## src/rtl/core/upd_pkg.sv

```systemverilog
// Shared constants, types and character helpers for the URL percent decoder.
package upd_pkg;

	// Character codes used by the escape decoder.
	localparam logic [7:0] PCT_CHAR   = 8'h25;
	localparam logic [7:0] CHAR_0     = 8'h30;
	localparam logic [7:0] CHAR_9     = 8'h39;
	localparam logic [7:0] CHAR_UA    = 8'h41;
	localparam logic [7:0] CHAR_UF    = 8'h46;
	localparam logic [7:0] CHAR_LA    = 8'h61;
	localparam logic [7:0] CHAR_LF    = 8'h66;
	localparam logic [7:0] LOW_NIBBLE = 8'h0f;
	localparam logic [7:0] ALPHA_OFS  = 8'd9;

	// Result queue sizing: one item may produce up to three results.
	localparam int MAX_RES    = 3;
	localparam int FIFO_DEPTH = 16;
	localparam int FIFO_AW    = $clog2(FIFO_DEPTH);
	localparam int CNT_W      = $clog2(FIFO_DEPTH + 1);

	// What the decoder currently holds of a pending escape.
	typedef enum logic [2:0] {
		HELD_NONE  = 3'b001,
		HELD_PCT   = 3'b010,
		HELD_DIGIT = 3'b100
	} held_t;

	// Results produced by one item: count, end-of-string flag and bytes in order.
	typedef struct packed {
		logic [1:0] n;
		logic       last;
		logic [7:0] b0;
		logic [7:0] b1;
		logic [7:0] b2;
	} res_t;

	// True for a hex digit character of either case.
	function automatic logic is_hex(input logic [7:0] c);
		return ((c >= CHAR_0) && (c <= CHAR_9)) ||
		       ((c >= CHAR_UA) && (c <= CHAR_UF)) ||
		       ((c >= CHAR_LA) && (c <= CHAR_LF));
	endfunction

	// Value of a hex digit character.
	function automatic logic [3:0] hex_val(input logic [7:0] c);
		logic [7:0] v;
		if ((c >= CHAR_0) && (c <= CHAR_9)) begin
			v = c - CHAR_0;
		end else begin
			v = (c & LOW_NIBBLE) + ALPHA_OFS;
		end
		return v[3:0];
	endfunction

endpackage

```

## src/rtl/core/upd_decode.sv

```systemverilog
// Escape decoder: held escape state and the per-item result logic.
module upd_decode
	import upd_pkg::*;
(
	input  logic       clk,
	input  logic       arst_n,
	input  logic       valid_s1,
	input  logic [7:0] byte_s1,
	input  logic       last_s1,
	output res_t       res
);

	held_t      held_q, held_d;
	logic [7:0] digit_q, digit_d;
	logic       b_hex;
	logic       do_fresh;
	logic [1:0] pre_n;

	assign b_hex = is_hex(byte_s1);

	// Work out the results of the registered item and the next held state.
	always_comb begin
		res      = '0;
		held_d   = held_q;
		digit_d  = digit_q;
		do_fresh = 1'b0;
		pre_n    = 2'd0;
		if (valid_s1) begin
			held_d = HELD_NONE;
			unique case (held_q)
				HELD_PCT: begin
					if (b_hex && !last_s1) begin
						held_d  = HELD_DIGIT;
						digit_d = byte_s1;
					end else begin
						pre_n    = 2'd1;
						do_fresh = 1'b1;
					end
				end
				HELD_DIGIT: begin
					if (b_hex) begin
						res.n  = 2'd1;
						res.b0 = {hex_val(digit_q), hex_val(byte_s1)};
					end else begin
						pre_n    = 2'd2;
						do_fresh = 1'b1;
					end
				end
				default: begin
					do_fresh = 1'b1;
				end
			endcase

			// A broken escape emits the held characters before the new byte.
			if (do_fresh) begin
				res.b0 = (pre_n == 2'd0) ? byte_s1 : PCT_CHAR;
				res.b1 = (pre_n == 2'd1) ? byte_s1 : digit_q;
				res.b2 = byte_s1;
				if ((byte_s1 == PCT_CHAR) && !last_s1) begin
					held_d = HELD_PCT;
					res.n  = pre_n;
				end else begin
					res.n = pre_n + 2'd1;
				end
			end

			// The end of the string flushes and clears the held state.
			if (last_s1) begin
				held_d   = HELD_NONE;
				digit_d  = '0;
				res.last = 1'b1;
			end
		end
	end

	// Held escape state.
	always_ff @(posedge clk or negedge arst_n) begin
		if (!arst_n) begin
			held_q  <= HELD_NONE;
			digit_q <= '0;
		end else begin
			held_q  <= held_d;
			digit_q <= digit_d;
		end
	end

endmodule

```

## src/rtl/core/upd_out_fifo.sv

```systemverilog
// Result queue: takes up to three results per cycle and releases one per cycle when popped.
module upd_out_fifo
	import upd_pkg::*;
(
	input  logic             clk,
	input  logic             arst_n,
	input  res_t             wr,
	input  logic             pop,
	output logic             rd_valid,
	output logic [7:0]       rd_byte,
	output logic             rd_last,
	output logic [CNT_W-1:0] count
);

	logic [8:0]         mem_q [FIFO_DEPTH];
	logic [FIFO_AW-1:0] wr_ptr_q, rd_ptr_q;
	logic [FIFO_AW-1:0] wr_ptr_p1, wr_ptr_p2;
	logic [CNT_W-1:0]   count_q;

	assign wr_ptr_p1 = wr_ptr_q + FIFO_AW'(1);
	assign wr_ptr_p2 = wr_ptr_q + FIFO_AW'(2);

	// Store the results in order; the end flag goes on the final one.
	always_ff @(posedge clk) begin
		if (wr.n > 2'd0) begin
			mem_q[wr_ptr_q] <= {wr.last && (wr.n == 2'd1), wr.b0};
		end
		if (wr.n > 2'd1) begin
			mem_q[wr_ptr_p1] <= {wr.last && (wr.n == 2'd2), wr.b1};
		end
		if (wr.n > 2'd2) begin
			mem_q[wr_ptr_p2] <= {wr.last, wr.b2};
		end
	end

	// Pointers and fill count.
	always_ff @(posedge clk or negedge arst_n) begin
		if (!arst_n) begin
			wr_ptr_q <= '0;
			rd_ptr_q <= '0;
			count_q  <= '0;
		end else begin
			wr_ptr_q <= wr_ptr_q + FIFO_AW'(wr.n);
			rd_ptr_q <= rd_ptr_q + FIFO_AW'(pop);
			count_q  <= count_q + CNT_W'(wr.n) - CNT_W'(pop);
		end
	end

	assign rd_valid           = (count_q != '0);
	assign {rd_last, rd_byte} = mem_q[rd_ptr_q];
	assign count              = count_q;

endmodule

```

## src/rtl/core/url_percent_decoder.sv

```systemverilog
// Path: an accepted item passes the input stage register and the result queue.
// Throughput: one item per cycle in and one result per cycle out while out_stall
// is low; the input is stalled only when the 16-entry result queue cannot be
// sure of room for three more results from the registered item and the next one.
// Reset: arst_n clears the held escape, the input stage and the queue at once.
// Top level of the streaming URL percent decoder.
module url_percent_decoder
	import upd_pkg::*;
(
	input  logic       clk,
	input  logic       arst_n,
	input  logic       in_valid,
	output logic       in_stall,
	input  logic [7:0] in_byte,
	input  logic       in_last,
	output logic       out_valid,
	input  logic       out_stall,
	output logic [7:0] out_byte,
	output logic       out_last
);

	logic             valid_s1;
	logic [7:0]       byte_s1;
	logic             last_s1;
	res_t             res;
	logic [CNT_W-1:0] count;
	logic [CNT_W:0]   need;
	logic             in_acc;
	logic             pop;

	// Room check: queue fill plus worst case of the staged and the new item.
	assign need     = (CNT_W+1)'(count) +
	                  (valid_s1 ? (CNT_W+1)'(MAX_RES) : '0) +
	                  (CNT_W+1)'(MAX_RES);
	assign in_stall = (need > (CNT_W+1)'(FIFO_DEPTH));
	assign in_acc   = in_valid && !in_stall;
	assign pop      = out_valid && !out_stall;

	// Input stage register.
	always_ff @(posedge clk or negedge arst_n) begin
		if (!arst_n) begin
			valid_s1 <= 1'b0;
		end else begin
			valid_s1 <= in_acc;
		end
	end

	always_ff @(posedge clk) begin
		if (in_acc) begin
			byte_s1 <= in_byte;
			last_s1 <= in_last;
		end
	end

	upd_decode u_decode (
		.clk      (clk),
		.arst_n   (arst_n),
		.valid_s1 (valid_s1),
		.byte_s1  (byte_s1),
		.last_s1  (last_s1),
		.res      (res)
	);

	upd_out_fifo u_fifo (
		.clk      (clk),
		.arst_n   (arst_n),
		.wr       (res),
		.pop      (pop),
		.rd_valid (out_valid),
		.rd_byte  (out_byte),
		.rd_last  (out_last),
		.count    (count)
	);

endmodule

```

## config.mk

```make
export PLATFORM = sky130hd
export DESIGN_NAME = url_percent_decoder
export DESIGN_NICKNAME = d
export VERILOG_FILES = /design/src/rtl/core/upd_pkg.sv /design/src/rtl/core/upd_decode.sv /design/src/rtl/core/upd_out_fifo.sv /design/src/rtl/core/url_percent_decoder.sv
export SDC_FILE = /design/constraint.sdc
export NUM_CORES = 1
export LEC_CHECK = 0
export BUFFER_PORTS_ARGS = -buffer_cell sky130_fd_sc_hd__buf_2
export CORE_UTILIZATION = 45
export CTS_BUF_LIST = sky130_fd_sc_hd__clkbuf_16
export DETAILED_ROUTE_END_ITERATION = 6
export PLACE_DENSITY = 0.58
export SETUP_SLACK_MARGIN = 0.3
export SLEW_MARGIN = 0
export SYNTH_ARGS = -nofsm -noshare
export SYNTH_HDL_FRONTEND = slang
export SYNTH_SLANG_ARGS = --single-unit
export TNS_END_PERCENT = 10
```

## constraint.sdc

```tcl
create_clock -name clk -period 5.8 [get_ports clk]
set_input_delay 0 -clock clk [delete_from_list [all_inputs] [get_ports clk]]
set_output_delay 0 -clock clk [all_outputs]
set_load 0.02 [all_outputs]
```

# Yosys cells after proc, flatten, opt, wreduce, memory -nomap -nowiden
# Memory sizes are Yosys's and may differ from the RTL's.
# Cells that the tools add are included.
[totals]
regBits = 34
ram_bits = 144
input_bits = 13
output_inout_bits = 11
elab_cells = 96
mem_count = 1
[memory_table]
columns = ["memory", "words", "width", "rd", "rd_clocked_by_memory_dff", "wr", "line_no", "source"]
rows = [
  ["u_fifo.mem_q", 16, 9, 1, 0, 3, "upd_out_fifo.sv:15", "logic [8:0] mem_q [FIFO_DEPTH];"],
]
[op_classes]
n_addsub = 13
order_cmp = 12
eq_ne = 6
n_mux = 36
n_reduce_logical = 20
[op_table]
columns = ["operator", "n"]
rows = [
  ["two-way mux 8 bit", 7],
  ["two-way mux 27 bit", 1],
  ["two-way mux 24 bit", 1],
  [">= comparator 8 x 6 -> 1 bit, second input constant", 2],
  [">= comparator 8 x 7 -> 1 bit, second input constant", 2],
  ["<= comparator 8 x 6 -> 1 bit, second input constant", 2],
  ["<= comparator 8 x 7 -> 1 bit, second input constant", 2],
  ["two-way mux 3 bit", 5],
  ["two-way mux 1 bit", 12],
  ["two-way mux 2 bit", 6],
  ["logical AND 1 bit", 10],
  ["adder 4 bit, second input constant", 2],
  ["equality test 8 x 6 -> 1 bit, second input constant", 1],
  ["two-way mux 4 bit", 2],
  ["subtractor 4 x 1 -> 4 bit, second input constant", 2],
  ["adder 5 x 2 -> 6 bit", 1],
  ["adder 6 x 2 -> 6 bit, second input constant", 1],
  ["greater-than comparator 6 x 5 -> 1 bit, second input constant", 1],
  ["adder 5 x 2 -> 5 bit", 1],
  ["nonzero test 5 bit", 1],
  ["subtractor 5 x 1 -> 5 bit", 1],
  ["adder 4 x 1 -> 4 bit", 1],
  ["adder 4 x 1 -> 4 bit, second input constant", 1],
  ["adder 4 x 2 -> 4 bit", 1],
  ["other kinds (15)", 21],
]

# Depth between registers and ports, before layout
# Gate-level depths: netlist of the first run.
[logic_depth]
word_depth = 15
depth_mapped = 22

# By module
# From an unflattened synthesis of the first run, not the netlist that was laid out.
[unflattened]
cells_unflattened = 1045
area_unflattened_um2 = 11521.0
[by_module_without_submodules]
columns = ["module", "n_inst", "cells_each", "area_per_inst_um2"]
rows = [
  ["upd_out_fifo", 1, 875, 9804.4],
  ["upd_decode", 1, 140, 1257.5],
  ["url_percent_decoder", 1, 30, 459.2],
]

# Worst setup path before layout of the first run
# OpenSTA, ideal clock, no wires.
[synth_path]
path_type = "reg-to-reg"
startpoint = "register byte_s1[1]"
endpoint = "register u_fifo.count_q[4] (netlist: u_fifo.count[4])"
setup_time_ns = 0.079
arrival_time_ns = 4.263
required_ns = 5.721
path_slack_ns = 1.457
stages_incl_launch_ff = 23
n_path_buf = 5
synth_period_minus_slack_ns = 4.343
path_cell_list = "edfxtp_1 > clkbuf_1 > inv_1 > ha_1 > and4bb_2 > nor2_1 > nand3_1 > o21ai_0 > ha_1 > buf_1 > mux2i_1 > buf_2 > buf_6 > nor2_1 > buf_2 > inv_1 > ha_1 > inv_1 > fa_1 > a21oi_1 > nor2_1 > nor2_1 > xor2_1"
[synth_between]
elab_chain_cells = 14
word_cells_on_any_way = 30
classes_between = "add/sub: 3; order compare: 6; eq/ne: 1; mux: 13; reduce/logical: 7"
[synth_lines]
columns = ["item", "line_no", "source"]
rows = [
  ["start: declaration", "url_percent_decoder.sv:23", "logic [7:0] byte_s1;"],
  ["start signal: assignment", "url_percent_decoder.sv:50", "byte_s1 <= in_byte;"],
  [">= comparator 8 x 6 -> 1 bit, or another cell as far along", "upd_pkg.sv:39", "return ((c >= CHAR_0) && (c <= CHAR_9)) ||"],
  ["logical AND 1 bit (on tied branches)", "upd_pkg.sv:39, upd_pkg.sv:40", ""],
  ["logical OR 1 bit", "upd_pkg.sv:39", ""],
  ["logical OR 1 bit", "upd_pkg.sv:40", "((c >= CHAR_UA) && (c <= CHAR_UF)) ||"],
  ["logical AND 1 bit", "upd_decode.sv:32", "if (b_hex && !last_s1) begin"],
  ["two-way mux 1 bit", "upd_decode.sv:32", ""],
  ["case mux 2 bit (2 select lines)", "upd_decode.sv:30", "unique case (held_q)"],
  ["two-way mux 2 bit", "upd_decode.sv:28", "if (valid_s1) begin"],
  ["adder 2 x 1 -> 2 bit", "upd_decode.sv:63", "res.n = pre_n + 2'd1;"],
  ["two-way mux 2 bit", "upd_decode.sv:59", "if ((byte_s1 == PCT_CHAR) && !last_s1) begin"],
  ["two-way mux 2 bit *", "upd_decode.sv:55", "if (do_fresh) begin"],
  ["two-way mux 27 bit *", "upd_decode.sv:28", ""],
  ["adder 5 x 2 -> 5 bit *", "upd_out_fifo.sv:45", "count_q <= count_q + CNT_W'(wr.n) - CNT_W'(pop);"],
  ["subtractor 5 x 1 -> 5 bit *", "upd_out_fifo.sv:45", ""],
  ["end signal: assignment", "upd_out_fifo.sv:45", ""],
  ["end: declaration", "upd_out_fifo.sv:18", "logic [CNT_W-1:0] count_q;"],
]
# Every way passes the cells marked *; elsewhere a longest branch is shown, timed or not. The select of a mux whose other input is x is not followed.
# A chain may end at the register's enable or synchronous reset.

==> impl_metrics.csv, run 1 <==
group,metric,value,unit
timing,tns,0,ns
timing,post-route-period-util,82.9,%
routing,drt_iter0_drc,1180,
place,placed_area,0.0116,mm^2
final_layout,area_growth_syn_to_layout,8.55,%
clock_tree,cts_root_buf,"clkbuf_16",
global_routing,grtUsageTotal,30.5,%
hold_path,hold_path_class,"in2reg",
synth,synth_top_area_share,40.5,%
synth,ys_top_cells_by_area,"edfxtp_1 40%, mux4_2 8.9%, dfrtp_1 5.3%, o22ai_1 4.9%, nor2_1 3.8%",
timing,max_slew.worst_pin.slew,1.23,ns
clock_tree,cts.htree.levels,4,
clock_tree,post-cts-setup-buffers,0,
clock_tree,cts_buffer_depth,2,
clock_tree,clk_pin_slew_worst_paths,0.07,ns
routing,avgRoutedWirePerCell,28.6,um
clock_tree,cts_sinks,178,
synth,synthCells,1050,
synth,synth_async_sr_flop_share,14.0,%
place,io_buffers,23,
global_routing,use_met1,40.6,%
clock_tree,numCtsBuffers,17,
run_status,status,"finished, final reports clean",
floorplanning,dieArea,0.0259,mm^2
synth,syn_nets,1093,
critical_path,setup.worst_path.end_class,"flop",
final_layout,final_area,0.0123,mm^2
critical_path,slowest_delay,0.78,ns
timing,timing.fmax,208,MHz
critical_path,path_cells,"inv_1 > ha_1 > and4bb_2 > nor2_1 > nand3_1 > o21ai_0 > ha_1 > mux2i_4 > buf_4 > o22ai_1 > nand3_1 > o21bai_1",
run,drv_cap,0,
floorplanning,start_util,46.3,%
critical_path,crit_type,"reg2reg",
routing,antenna_left,0,
routing,vias,9447,
global_routing,met2_usage,46.3,%
final_layout,fillers,2196,
synth,synth_top_family_by_area,"compound AO/OA/AOI/OAI gates",
critical_path,cp-start-kind,"flop",
synth,synth-edff-count,153,
global_routing,grt_pass1_vias,8947,
synth,synthAdderAreaFrac,3.51,%
timing,finalHoldViolCount,0,
timing,fin_crit,4.81,ns
floorplanning,row_count,57,
critical_path,cp_data_required_time,5.87,ns
timing,rsz0062_at_grt,"no",
critical_path,cpMaxStageDelayCell,"o21bai_1",
synth,syn_area,0.0113,mm^2
global_routing,grt_max_degree,39,
critical_path,path_buf_inv,2,
routing,drc,0,
global_routing,grt.overflow.total,0,
clock_tree,cts_tree,"done",
power,p_leak,0.00416,uW
place,gp_congestion,1.02,
synth,ys_ff_latch,178,
power,power_density,468,mW/mm^2
timing,finalSetupViolations,0,
synth,synth-simple-area-share,15.3,%
routing,drt-pass1-iter-count,5,
global_routing,grt_pass1_wl,57.6,mm
power,vdd_drop_max,0.379,mV
final_layout,mostFrequentLayoutCells,"153 x edfxtp_1, 114 x nor2_1, 88 x o22ai_1, 81 x o21ai_0, 71 x nand2_1",
synth,synth_mux_area_share,9.80,%
synth,synth_compound_area_share,19.1,%
final_layout,final_common_cell,"edfxtp_1",
synth,synth-main-ff-cell,"edfxtp_1",
place,dp_hpwl,25.5,mm
floorplanning,io_pins,24,
timing,holdWs,0.00589,ns
synth,synth-seq-area-share,46.0,%
critical_path,cp_max_fo,17,
critical_path,critical-path-top-delay-family,"compound AO/OA/AOI/OAI gates",
synth,syn_area_per_cell,10.8,um^2
routing,finalWirelength,38.8,mm
final_layout,drive_gt1_share,17.6,%
synth,yosys.area.top_type,"edfxtp_1",
routing,via_per_inst,6.96,
final_layout,finalNetCount,1063,
timing,relSlewSlack,17.8,%
global_routing,met3_usage,7.59,%
synth,yosys_warnings,0,
clock_tree,insertion_delay,0.44,ns
timing,drv_slew,0,
critical_path,critical_path_arrival,4.87,ns
global_routing,grt_busiest_layer,"met2",
global_routing,antenna_found_initial,3,
floorplanning,coreArea,0.0245,mm^2
synth,synth_xor_area_share,0.992,%
power,total_power,5770,uW
timing,clock_skew,0.0122,ns
synth,synth_cell_types,75,
floorplanning,die_height,161,um
floorplanning,dieWidth,161,um
-- synthesized netlist by cell type (all sizes together), types with 3 or more instances --
master,count
mux4,45
a22oi,7
o21ai,87
a31oi,11
a221oi,13
nor2b,3
nand3,34
a211oi,6
ha,27
nor2,114
mux2,7
clkbuf,65
or2,3
nor4,21
xnor2,7
o21bai,6
and2,3
nor3b,6
o221ai,39
or3,4
fa,3
nand2b,7
dfrtp,24
o2bb2ai,5
nor3,9
o22ai,91
inv,26
or4,23
xor2,5
nor4b,3
a21oi,28
nand2,72
buf,46
nand4,7
o211ai,4
edfxtp,153
o31ai,6
a21o,6
-- layer usage --
metal | up-vias | wire (um)
met4 | 4 | 1900
met1 | 4581 | 15300
met3 | 138 | 4330
met5 | - | 26
met2 | 647 | 17200
li1 | 4077 | -
-- cell type report --
cell class,instances,area [um^2],share of cell area (%)
diodes,1,2.50,0.0203
well taps,324,405,3.29
clock inverters,14,183,1.48
clock buffers,17,425,3.45
inverters,26,97.6,0.792
flip-flops and latches,178,5220,42.4
multi-input cells,735,5550,45.0
repair buffers,62,435,3.54
-- flip-flops by register name, summed over array words and instances, names as in the netlist --
name,count
u_decode.held_q,3
u_fifo.mem_q,144
u_fifo.rd_ptr_q,4
last_s1,1
u_fifo.count,5
byte_s1,8
u_decode.digit_q,8
valid_s1,1
u_fifo.wr_ptr_q,4
-- tightest hold or removal path: cells and delay by family --
family | cells | cell delay (ns)
AND/OR/NAND/NOR | 1 | 0.07
adder cells (fa/ha/maj) | 1 | 0.27
buffers and inverters | 1 | 0.08
-- kinds of logic (layout without fill, tap and decap cells) --
logic type | after synthesis | after routing
adder cells (fa/ha/maj) | 30 | 30
XOR/XNOR | 12 | 12
AO/OA/AOI/OAI | 321 | 321
multiplexers | 54 | 54
other | 0 | 1
flip-flops | 178 | 178
AND/OR/NAND/NOR | 318 | 318
buffers and inverters | 137 | 119
-- per-stage QoR --
stage	worst slack (ns)	utilization, %	instances
final	0.994	50.2	1357
after floorplan	1.46	-	1050
after global routing	0.757	50.2	1356
after global placement	1.26	47.3	1314
after detailed placement	1.17	47.3	1314
after CTS	1.06	50.2	1356
-- repair_timing --
action | 4_1_cts | 5_1_grt
hold buffers | 11 | 0
resized for setup | 0 | 0
hold endpoints to repair | 35 | 0
setup endpoints to repair | 0 | 0
-- path summary, 6_finish.rpt --
path | start | end | slack (ns) | cells past startpoint
setup / recovery | byte_s1[1] | u_fifo.mem_q[9][6] | 0.99 | 12
hold / removal | out_stall | u_fifo.rd_ptr_q[0] | 0.006 | 3
setup reg to reg | byte_s1[1] | u_fifo.mem_q[9][6] | 0.99 | 12
hold reg to reg | u_decode.held_q[0] | u_decode.held_q[0] | 0.54 | 2
max in group asynchronous | arst_n | u_fifo.rd_ptr_q[0] | 5.27 | 2
min in group asynchronous | arst_n | u_decode.digit_q[6] | 0.10 | 2
-- where the power goes --
| part | switching, uW | total [uW] | leakage, uW | internal, uW |
|---|---|---|---|---|
| combinational | 1650 | 2590 | 0.00214 | 937 |
| sequential | 297 | 1950 | 0.00171 | 1650 |
| clock | 547 | 1230 | 0.000302 | 686 |
| total | 2490 | 5770 | 0.00416 | 3270 |
Note: power is estimated with default switching activity, not from simulation.
==> run 2, diff against run 1 <==
--- a/config.mk
+++ b/config.mk
@@ -9,7 +9,7 @@
 export CORE_UTILIZATION = 45
 export CTS_BUF_LIST = sky130_fd_sc_hd__clkbuf_16
 export DETAILED_ROUTE_END_ITERATION = 6
-export PLACE_DENSITY = 0.58
+export PLACE_DENSITY = 0.61
 export SETUP_SLACK_MARGIN = 0.3
 export SLEW_MARGIN = 0
 export SYNTH_ARGS = -nofsm -noshare
==> constraint.sdc (replaced) <==
create_clock -name clk -period 4.2 [get_ports clk]
set_input_delay 0 -clock clk [delete_from_list [all_inputs] [get_ports clk]]
set_output_delay 0 -clock clk [all_outputs]
set_load 0.02 [all_outputs]
==> run 2 against run 1 <==
  * First-iteration DRC count increased by 15%
  * Flip-flop and latch count unchanged
  * Sequential power increased by 35%
  * Power increased by 38%
  * Routed wire length decreased by 1.1%
  * Critical path depth decreased by 1
  * Hold slack improved by 0.019 ns
  * Clock-buffer cell count unchanged
  * Via count increased by 0.74%
  * Sequential share of layout area decreased by 0.83 points
  * Clock power increased by 25%
  * Critical endpoint is now u_fifo.mem_q[9][1]
==> impl_metrics.csv, run 2 (synthesized netlist as in run 1, its figures left out) <==
group,metric,value,unit
run_status,status,"finished, final reports clean",
final_layout,final_area,0.0126,mm^2
clock_tree,cts_root_buf,"clkbuf_16",
clock_tree,cts_sinks,178,
critical_path,rr_endpoint,"u_fifo.mem_q[9][1]",
routing,avgRoutedWirePerCell,27.6,um
floorplanning,die_height,161,um
routing,finalWirelength,38.3,mm
clock_tree,cts_buffer_depth,2,
routing,drc,0,
final_layout,largest_register_ff_count,144,
floorplanning,dieArea,0.0259,mm^2
place,gp_congestion,0.984,
routing,wl_met3,4.17,mm
critical_path,reg2reg_from,"byte_s1[0]",
final_layout,drive_gt1_share,20.4,%
routing,drt_iter0_drc,1358,
clock_tree,cts_tree,"done",
place,placed_area,0.0118,mm^2
hold_path,hold_path_class,"in2reg",
routing,routed.top_layer,"met4",
routing,route.met2.wl,17.5,mm
timing,relSlewSlack,18.9,%
timing,finalHoldViolCount,0,
critical_path,cp-start-kind,"flop",
timing,fin_ws,0.328,ns
hold_path,holdPathEnd,"u_fifo.rd_ptr_q[0]",
final_layout,regMostFlops,"u_fifo.mem_q",
final_layout,final_common_cell,"edfxtp_1",
routing,via_per_inst,6.86,
floorplanning,dieWidth,161,um
global_routing,grt.overflow.total,0,
power,vdd_drop_max,0.458,mV
final_layout,post-route-util,51.2,%
critical_path,path_cells,"inv_2 > ha_4 > and4bb_2 > nor2_4 > nand3_2 > o21ai_2 > ha_1 > mux2i_4 > o22ai_1 > nand3_1 > o21bai_1",
critical_path,cp_data_required_time,4.26,ns
timing,clock_skew,0.0150,ns
floorplanning,io_pins,24,
timing,post-route-period-util,92.2,%
run,drv_cap,0,
critical_path,critical_path_depth,11,
timing,max_slew.worst_pin.slew,1.22,ns
hold_path,hp-start,"out_stall",
global_routing,grt_pass1_wl,57.1,mm
place,dp_hpwl,25.5,mm
floorplanning,start_util,46.3,%
final_layout,finalNetCount,1093,
final_layout,mostFrequentLayoutCells,"153 x edfxtp_1, 113 x nor2_1, 88 x o22ai_1, 80 x o21ai_0, 71 x nand2_1",
critical_path,r2r_cells,11,
clock_tree,insertion_delay,0.45,ns
routing,wl_met1,15.2,mm
routing,antenna_left,0,
timing,rsz0062_at_grt,"yes",
routing,drt-pass1-iter-count,7,
floorplanning,coreArea,0.0245,mm^2
global_routing,antenna_found_initial,1,
critical_path,path_buf_inv,1,
power,p_leak,0.00426,uW
critical_path,cp_max_fo,10,
timing,timing.fmax,258,MHz
critical_path,crit_type,"reg2reg",
global_routing,grt_max_degree,50,
critical_path,startpoint,"byte_s1[0]",
global_routing,grt_pass1_vias,8985,
critical_path,cpMaxStageDelayCell,"o21bai_1",
clock_tree,clk_pin_slew_worst_paths,0.07,ns
critical_path,setup.worst_path.end_class,"flop",
floorplanning,row_count,57,
clock_tree,numCtsBuffers,17,
global_routing,grtUsageTotal,30.2,%
place,place_ws,0.340,ns
critical_path,critical_path_arrival,3.93,ns
final_layout,largestRegisters,"u_fifo.mem_q: 144 flops, byte_s1: 8 flops, u_decode.digit_q: 8 flops",
timing,drv_slew,0,
power,power_density,631,mW/mm^2
hold_path,min_path_cells,3,
critical_path,slowest_delay,0.80,ns
timing,fin_crit,3.87,ns
place,io_buffers,23,
timing,finalSetupViolations,0,
routing,vias,9517,
clock_tree,cts.htree.levels,4,
final_layout,area_growth_syn_to_layout,10.7,%
critical_path,critical-path-top-delay-family,"compound AO/OA/AOI/OAI gates",
timing,tns,0,ns
critical_path,ff2ff_setup_slack,0.33,ns
run 2: routing by layer:
layer,GRT usage (%),vias to the layer above
li1,-,4131
met1,41.9,4624
met2,46.4,652
met3,6.25,110
met4,12.2,0
met5,0,-
run 2: final cells by class:
class,instances,area [um^2]
fillers,2188,12000
diodes,1,2.50
repair buffers,92,673
well taps,324,405
inverters,26,100
clock inverters,14,131
multi-input cells,735,5600
clock buffers,17,425
flip-flops and latches,178,5220
run 2: through the flow:
| step | power (uW) | cells | hold slack [ns] |
|---|---|---|---|
| 2_1_floorplan | 5080 | 1050 | -0.296 |
| 3_3_place_gp | 6270 | 1340 | 0.0342 |
| 3_5_place_dp | 6330 | 1340 | 0.0426 |
| 4_1_cts | 7870 | 1382 | 0.0298 |
| 5_1_grt | 8260 | 1386 | 0.0446 |
| 6_report | 7930 | 1387 | 0.0246 |
run 2: power by group:
part | leakage (uW) | switching [uW] | internal, uW
Combinational | 0.00229 | 2360 | 1390
Sequential | 0.00171 | 359 | 2280
Clock | 0.000263 | 724 | 820
run 2: worst max path at each step:
stage / to / slack [ns]
floorplan: u_fifo.count[4] / 0.32
global placement: u_fifo.count[4] / 0.44
detailed placement: u_fifo.count[4] / 0.34
CTS: u_fifo.count[4] / 0.32
global route: u_fifo.count[4] / 0.13
finish: u_fifo.mem_q[9][1] / 0.33
run 2: timing repair:
item                       4_1_cts  5_1_grt
hold buffers                    11        0
buffers inserted                 0        4
setup endpoints to repair        0      121
hold endpoints to repair        35        0
gates resized for setup          0        2
run 2: worst register-to-register path: cells and delay by family (launching register included):
kind                       cells  cell delay [ns]
DFF                            1             0.51
AOI/OAI and AO/OA              3             1.33
adders and majority gates      2             0.53
buffers and inverters          1             0.12
muxes                          1             0.21
and+or+nand+nor                4             0.80
==> run 3, diff against run 2 <==
--- a/config.mk
+++ b/config.mk
@@ -5,11 +5,13 @@
 export SDC_FILE = /design/constraint.sdc
 export NUM_CORES = 1
 export LEC_CHECK = 0
+export ABC_AREA = 1
 export BUFFER_PORTS_ARGS = -buffer_cell sky130_fd_sc_hd__buf_2
 export CORE_UTILIZATION = 45
 export CTS_BUF_LIST = sky130_fd_sc_hd__clkbuf_16
 export DETAILED_ROUTE_END_ITERATION = 6
 export PLACE_DENSITY = 0.61
+export REMOVE_ABC_BUFFERS = 1
 export SETUP_SLACK_MARGIN = 0.3
 export SLEW_MARGIN = 0
 export SYNTH_ARGS = -nofsm -noshare
==> run 3 against run 2 <==
  * The run now ends with design-rule violations left
  * Via count grew 30%
  * Routed wire length is 15% higher
  * Register-to-register slack gained 0.20 ns
  * Fmax grew 5.6%
  * Clock-buffer cell count is 1 higher
  * First-iteration DRC count grew 25%
  * Clock skew down 0.0048 ns
  * Global-route usage grew 1.5 points
  * Non-clock buffer count decreased by 7
  * Combinational power is 34% higher
  * Critical path type unchanged
  * Highest routed layer unchanged
==> impl_metrics.csv, run 3 <==
group,metric,value,unit
hold_path,min_path_cells,3,
final_layout,regMostFlops,"u_fifo.mem_q",
critical_path,slowest_delay,0.48,ns
critical_path,rr_endpoint,"u_fifo.mem_q[15][5]",
synth,synth_most_common_cell,"nand2_1",
synth,synth_cell_types,41,
critical_path,reg2reg_from,"byte_s1[0]",
synth,yosys.area.top_type,"edfxtp_1",
floorplanning,io_pins,24,
synth,synth_common_cells,"599 x nand2_1, 358 x nand3_1, 153 x edfxtp_1, 139 x nor2_1, 91 x o21ai_0",
synth,syn_area_per_cell,7.33,um^2
synth,synth-seq-area-share,41.7,%
synth,synth-main-ff-cell,"edfxtp_1",
floorplanning,dieArea,0.0285,mm^2
critical_path,crit_type,"reg2reg",
timing,fin_ws,0.533,ns
floorplanning,row_count,60,
synth,synth_async_sr_flop_share,14.0,%
global_routing,grt.overflow.total,0,
final_layout,finalNetCount,1753,
routing,route.met2.wl,19.3,mm
global_routing,grt_max_degree,75,
timing,rsz0062_at_grt,"yes",
clock_tree,cts.htree.levels,4,
routing,drt-pass1-iter-count,7,
critical_path,r2r_cells,16,
timing,drv_slew,0,
hold_path,hp-start,"out_stall",
clock_tree,cts_buffer_depth,2,
final_layout,mostFrequentLayoutCells,"599 x nand2_1, 357 x nand3_1, 153 x edfxtp_1, 138 x nor2_1, 91 x o21ai_0",
timing,clock_skew,0.0102,ns
clock_tree,cts_tree,"done",
routing,routed.top_layer,"met4",
synth,synth_top_area_share,36.7,%
global_routing,grtUsageTotal,31.7,%
timing,finalSetupViolations,0,
timing,timing.fmax,273,MHz
critical_path,cp_max_fo,68,
place,place_ws,0.573,ns
run,drv_cap,0,
synth,yosys_warnings,0,
global_routing,grt_pass1_vias,11308,
hold_path,hold_path_class,"in2reg",
routing,vias,12374,
run_status,violations,"design-rule violations",
clock_tree,cts_sinks,178,
clock_tree,cts_root_buf,"clkbuf_16",
place,dp.cells,2052,
critical_path,ff2ff_setup_slack,0.53,ns
clock_tree,post-cts-setup-buffers,0,
routing,wl_met1,17.9,mm
timing,tns,0,ns
routing,finalWirelength,44.1,mm
critical_path,path_cells,"inv_1 > ha_1 > o21ai_0 > a21oi_2 > nand3_1 > nand2_2 > ha_1 > inv_1 > nand2_1 > nand2_1 > inv_1 > nand2_1 > nor2_4 > buf_12 > nand3_1 > nand3_1",
final_layout,drive_gt1_share,8.94,%
place,io_buffers,23,
floorplanning,coreArea,0.0271,mm^2
timing,max_slew.worst_pin.slew,1.06,ns
routing,drc,4,
place,gp_congestion,1.00,
synth,ys_ff_latch,178,
critical_path,critical_path_arrival,3.76,ns
global_routing,grt_pass1_wl,67.3,mm
synth,synthCells,1707,
critical_path,cp_data_required_time,4.29,ns
routing,via_per_inst,5.91,
synth,syn_area,0.0125,mm^2
floorplanning,die_height,169,um
timing,post-route-period-util,87.3,%
final_layout,final_common_cell,"nand2_1",
run_status,status,"complete, but fails checks",
routing,avgRoutedWirePerCell,21.0,um
global_routing,antenna_found_initial,1,
clock_tree,clk_pin_slew_worst_paths,0.07,ns
final_layout,largestRegisters,"u_fifo.mem_q: 144 flops, byte_s1: 8 flops, u_decode.digit_q: 8 flops",
power,power_density,670,mW/mm^2
routing,antenna_left,0,
timing,relSlewSlack,29.2,%
power,p_leak,0.00625,uW
final_layout,largest_register_ff_count,144,
critical_path,cp-start-kind,"flop",
synth,ys_top_cells_by_area,"edfxtp_1 37%, nand2_1 18%, nand3_1 14%, dfrtp_1 4.8%, nor2_1 4.2%",
timing,holdWs,0.0171,ns
synth,synth-edff-count,153,
power,total_power,9160,uW
critical_path,cpMaxStageDelayCell,"nand3_1",
timing,finalHoldViolCount,0,
final_layout,diodes,0,
hold_path,holdPathEnd,"u_fifo.rd_ptr_q[0]",
routing,drt_iter0_drc,1696,
clock_tree,numCtsBuffers,17,
final_layout,area_growth_syn_to_layout,9.21,%
place,dp_hpwl,29.5,mm
routing,wl_met3,4.65,mm
floorplanning,start_util,46.2,%
clock_tree,insertion_delay,0.44,ns
power,vdd_drop_max,0.409,mV
final_layout,finalNonFillerCells,2095,
floorplanning,dieWidth,169,um
critical_path,setup.worst_path.end_class,"flop",
timing,fin_crit,3.67,ns
run 3: cell families (layout without fill, tap and decap cells):
logic type      after synthesis  after routing  share of synthesized area, %
buf+inv                     173            189                          6.33
flops                       178            178                          41.7
xor+xnor                     12             12                         0.840
simple gates               1158           1158                          40.3
fa+ha+maj                    30             30                          3.18
compound gates              156            156                          7.59
run 3: power breakdown:
part | total (uW) | leakage (uW) | internal, uW | switching [uW]
Clock | 1600 | 0.000296 | 853 | 744
Sequential | 2540 | 0.00173 | 2330 | 207
Combinational | 5020 | 0.00423 | 1300 | 3720
Total | 9160 | 0.00625 | 4480 | 4680
run 3: how the worst max path moves through the flow:
stage,start,endpoint,slack [ns],cells after the start
after floorplan,byte_s1[0],u_fifo.mem_q[10][0],-3.84,15
after global placement,byte_s1[0],u_fifo.mem_q[10][3],0.63,17
final,byte_s1[0],u_fifo.mem_q[15][5],0.53,16
after global routing,byte_s1[0],u_fifo.mem_q[10][3],0.21,16
after CTS,byte_s1[0],u_fifo.mem_q[10][5],0.56,16
after detailed placement,byte_s1[0],u_fifo.mem_q[11][6],0.57,16
run 3: routing by layer:
| layer | GRT usage (%) | vias to the layer above |
|---|---|---|
| met5 | 0 | - |
| met4 | 15.7 | 0 |
| met3 | 5.31 | 115 |
| met2 | 49.3 | 728 |
| met1 | 42.9 | 5719 |
| li1 | - | 5812 |
run 3: layout make-up:
class                   count  area [um^2]
fillers                  2628        13400
multi-input cells        1356         6510
flip-flops and latches    178         5220
repair buffers             85          633
well taps                 372          465
clock buffers              18          450
inverters                  72          270
clock inverters            14          111
run 3: through the flow:
| stage | util [%] | cell area, um^2 |
|---|---|---|
| floorplan | - | 12000 |
| global placement | 47.9 | 13000 |
| detailed placement | 47.9 | 13000 |
| CTS | 50.4 | 13700 |
| global route | 50.4 | 13700 |
| finish | 50.4 | 13700 |
run 3: worst max-delay path: cells and delay by family (launching register included):
family | cells | cell delay [ns]
AOI/OAI and AO/OA | 2 | 0.32
adders and majority gates | 2 | 0.58
buffers and inverters | 4 | 0.56
DFF | 1 | 0.45
and+or+nand+nor | 8 | 1.37
run 3: repair_timing:
action                                 4_1_cts  5_1_grt
resized for setup                            0        1
endpoints found under the hold margin       34        0
hold buffers                                11        0
setup endpoints to repair                    0       73
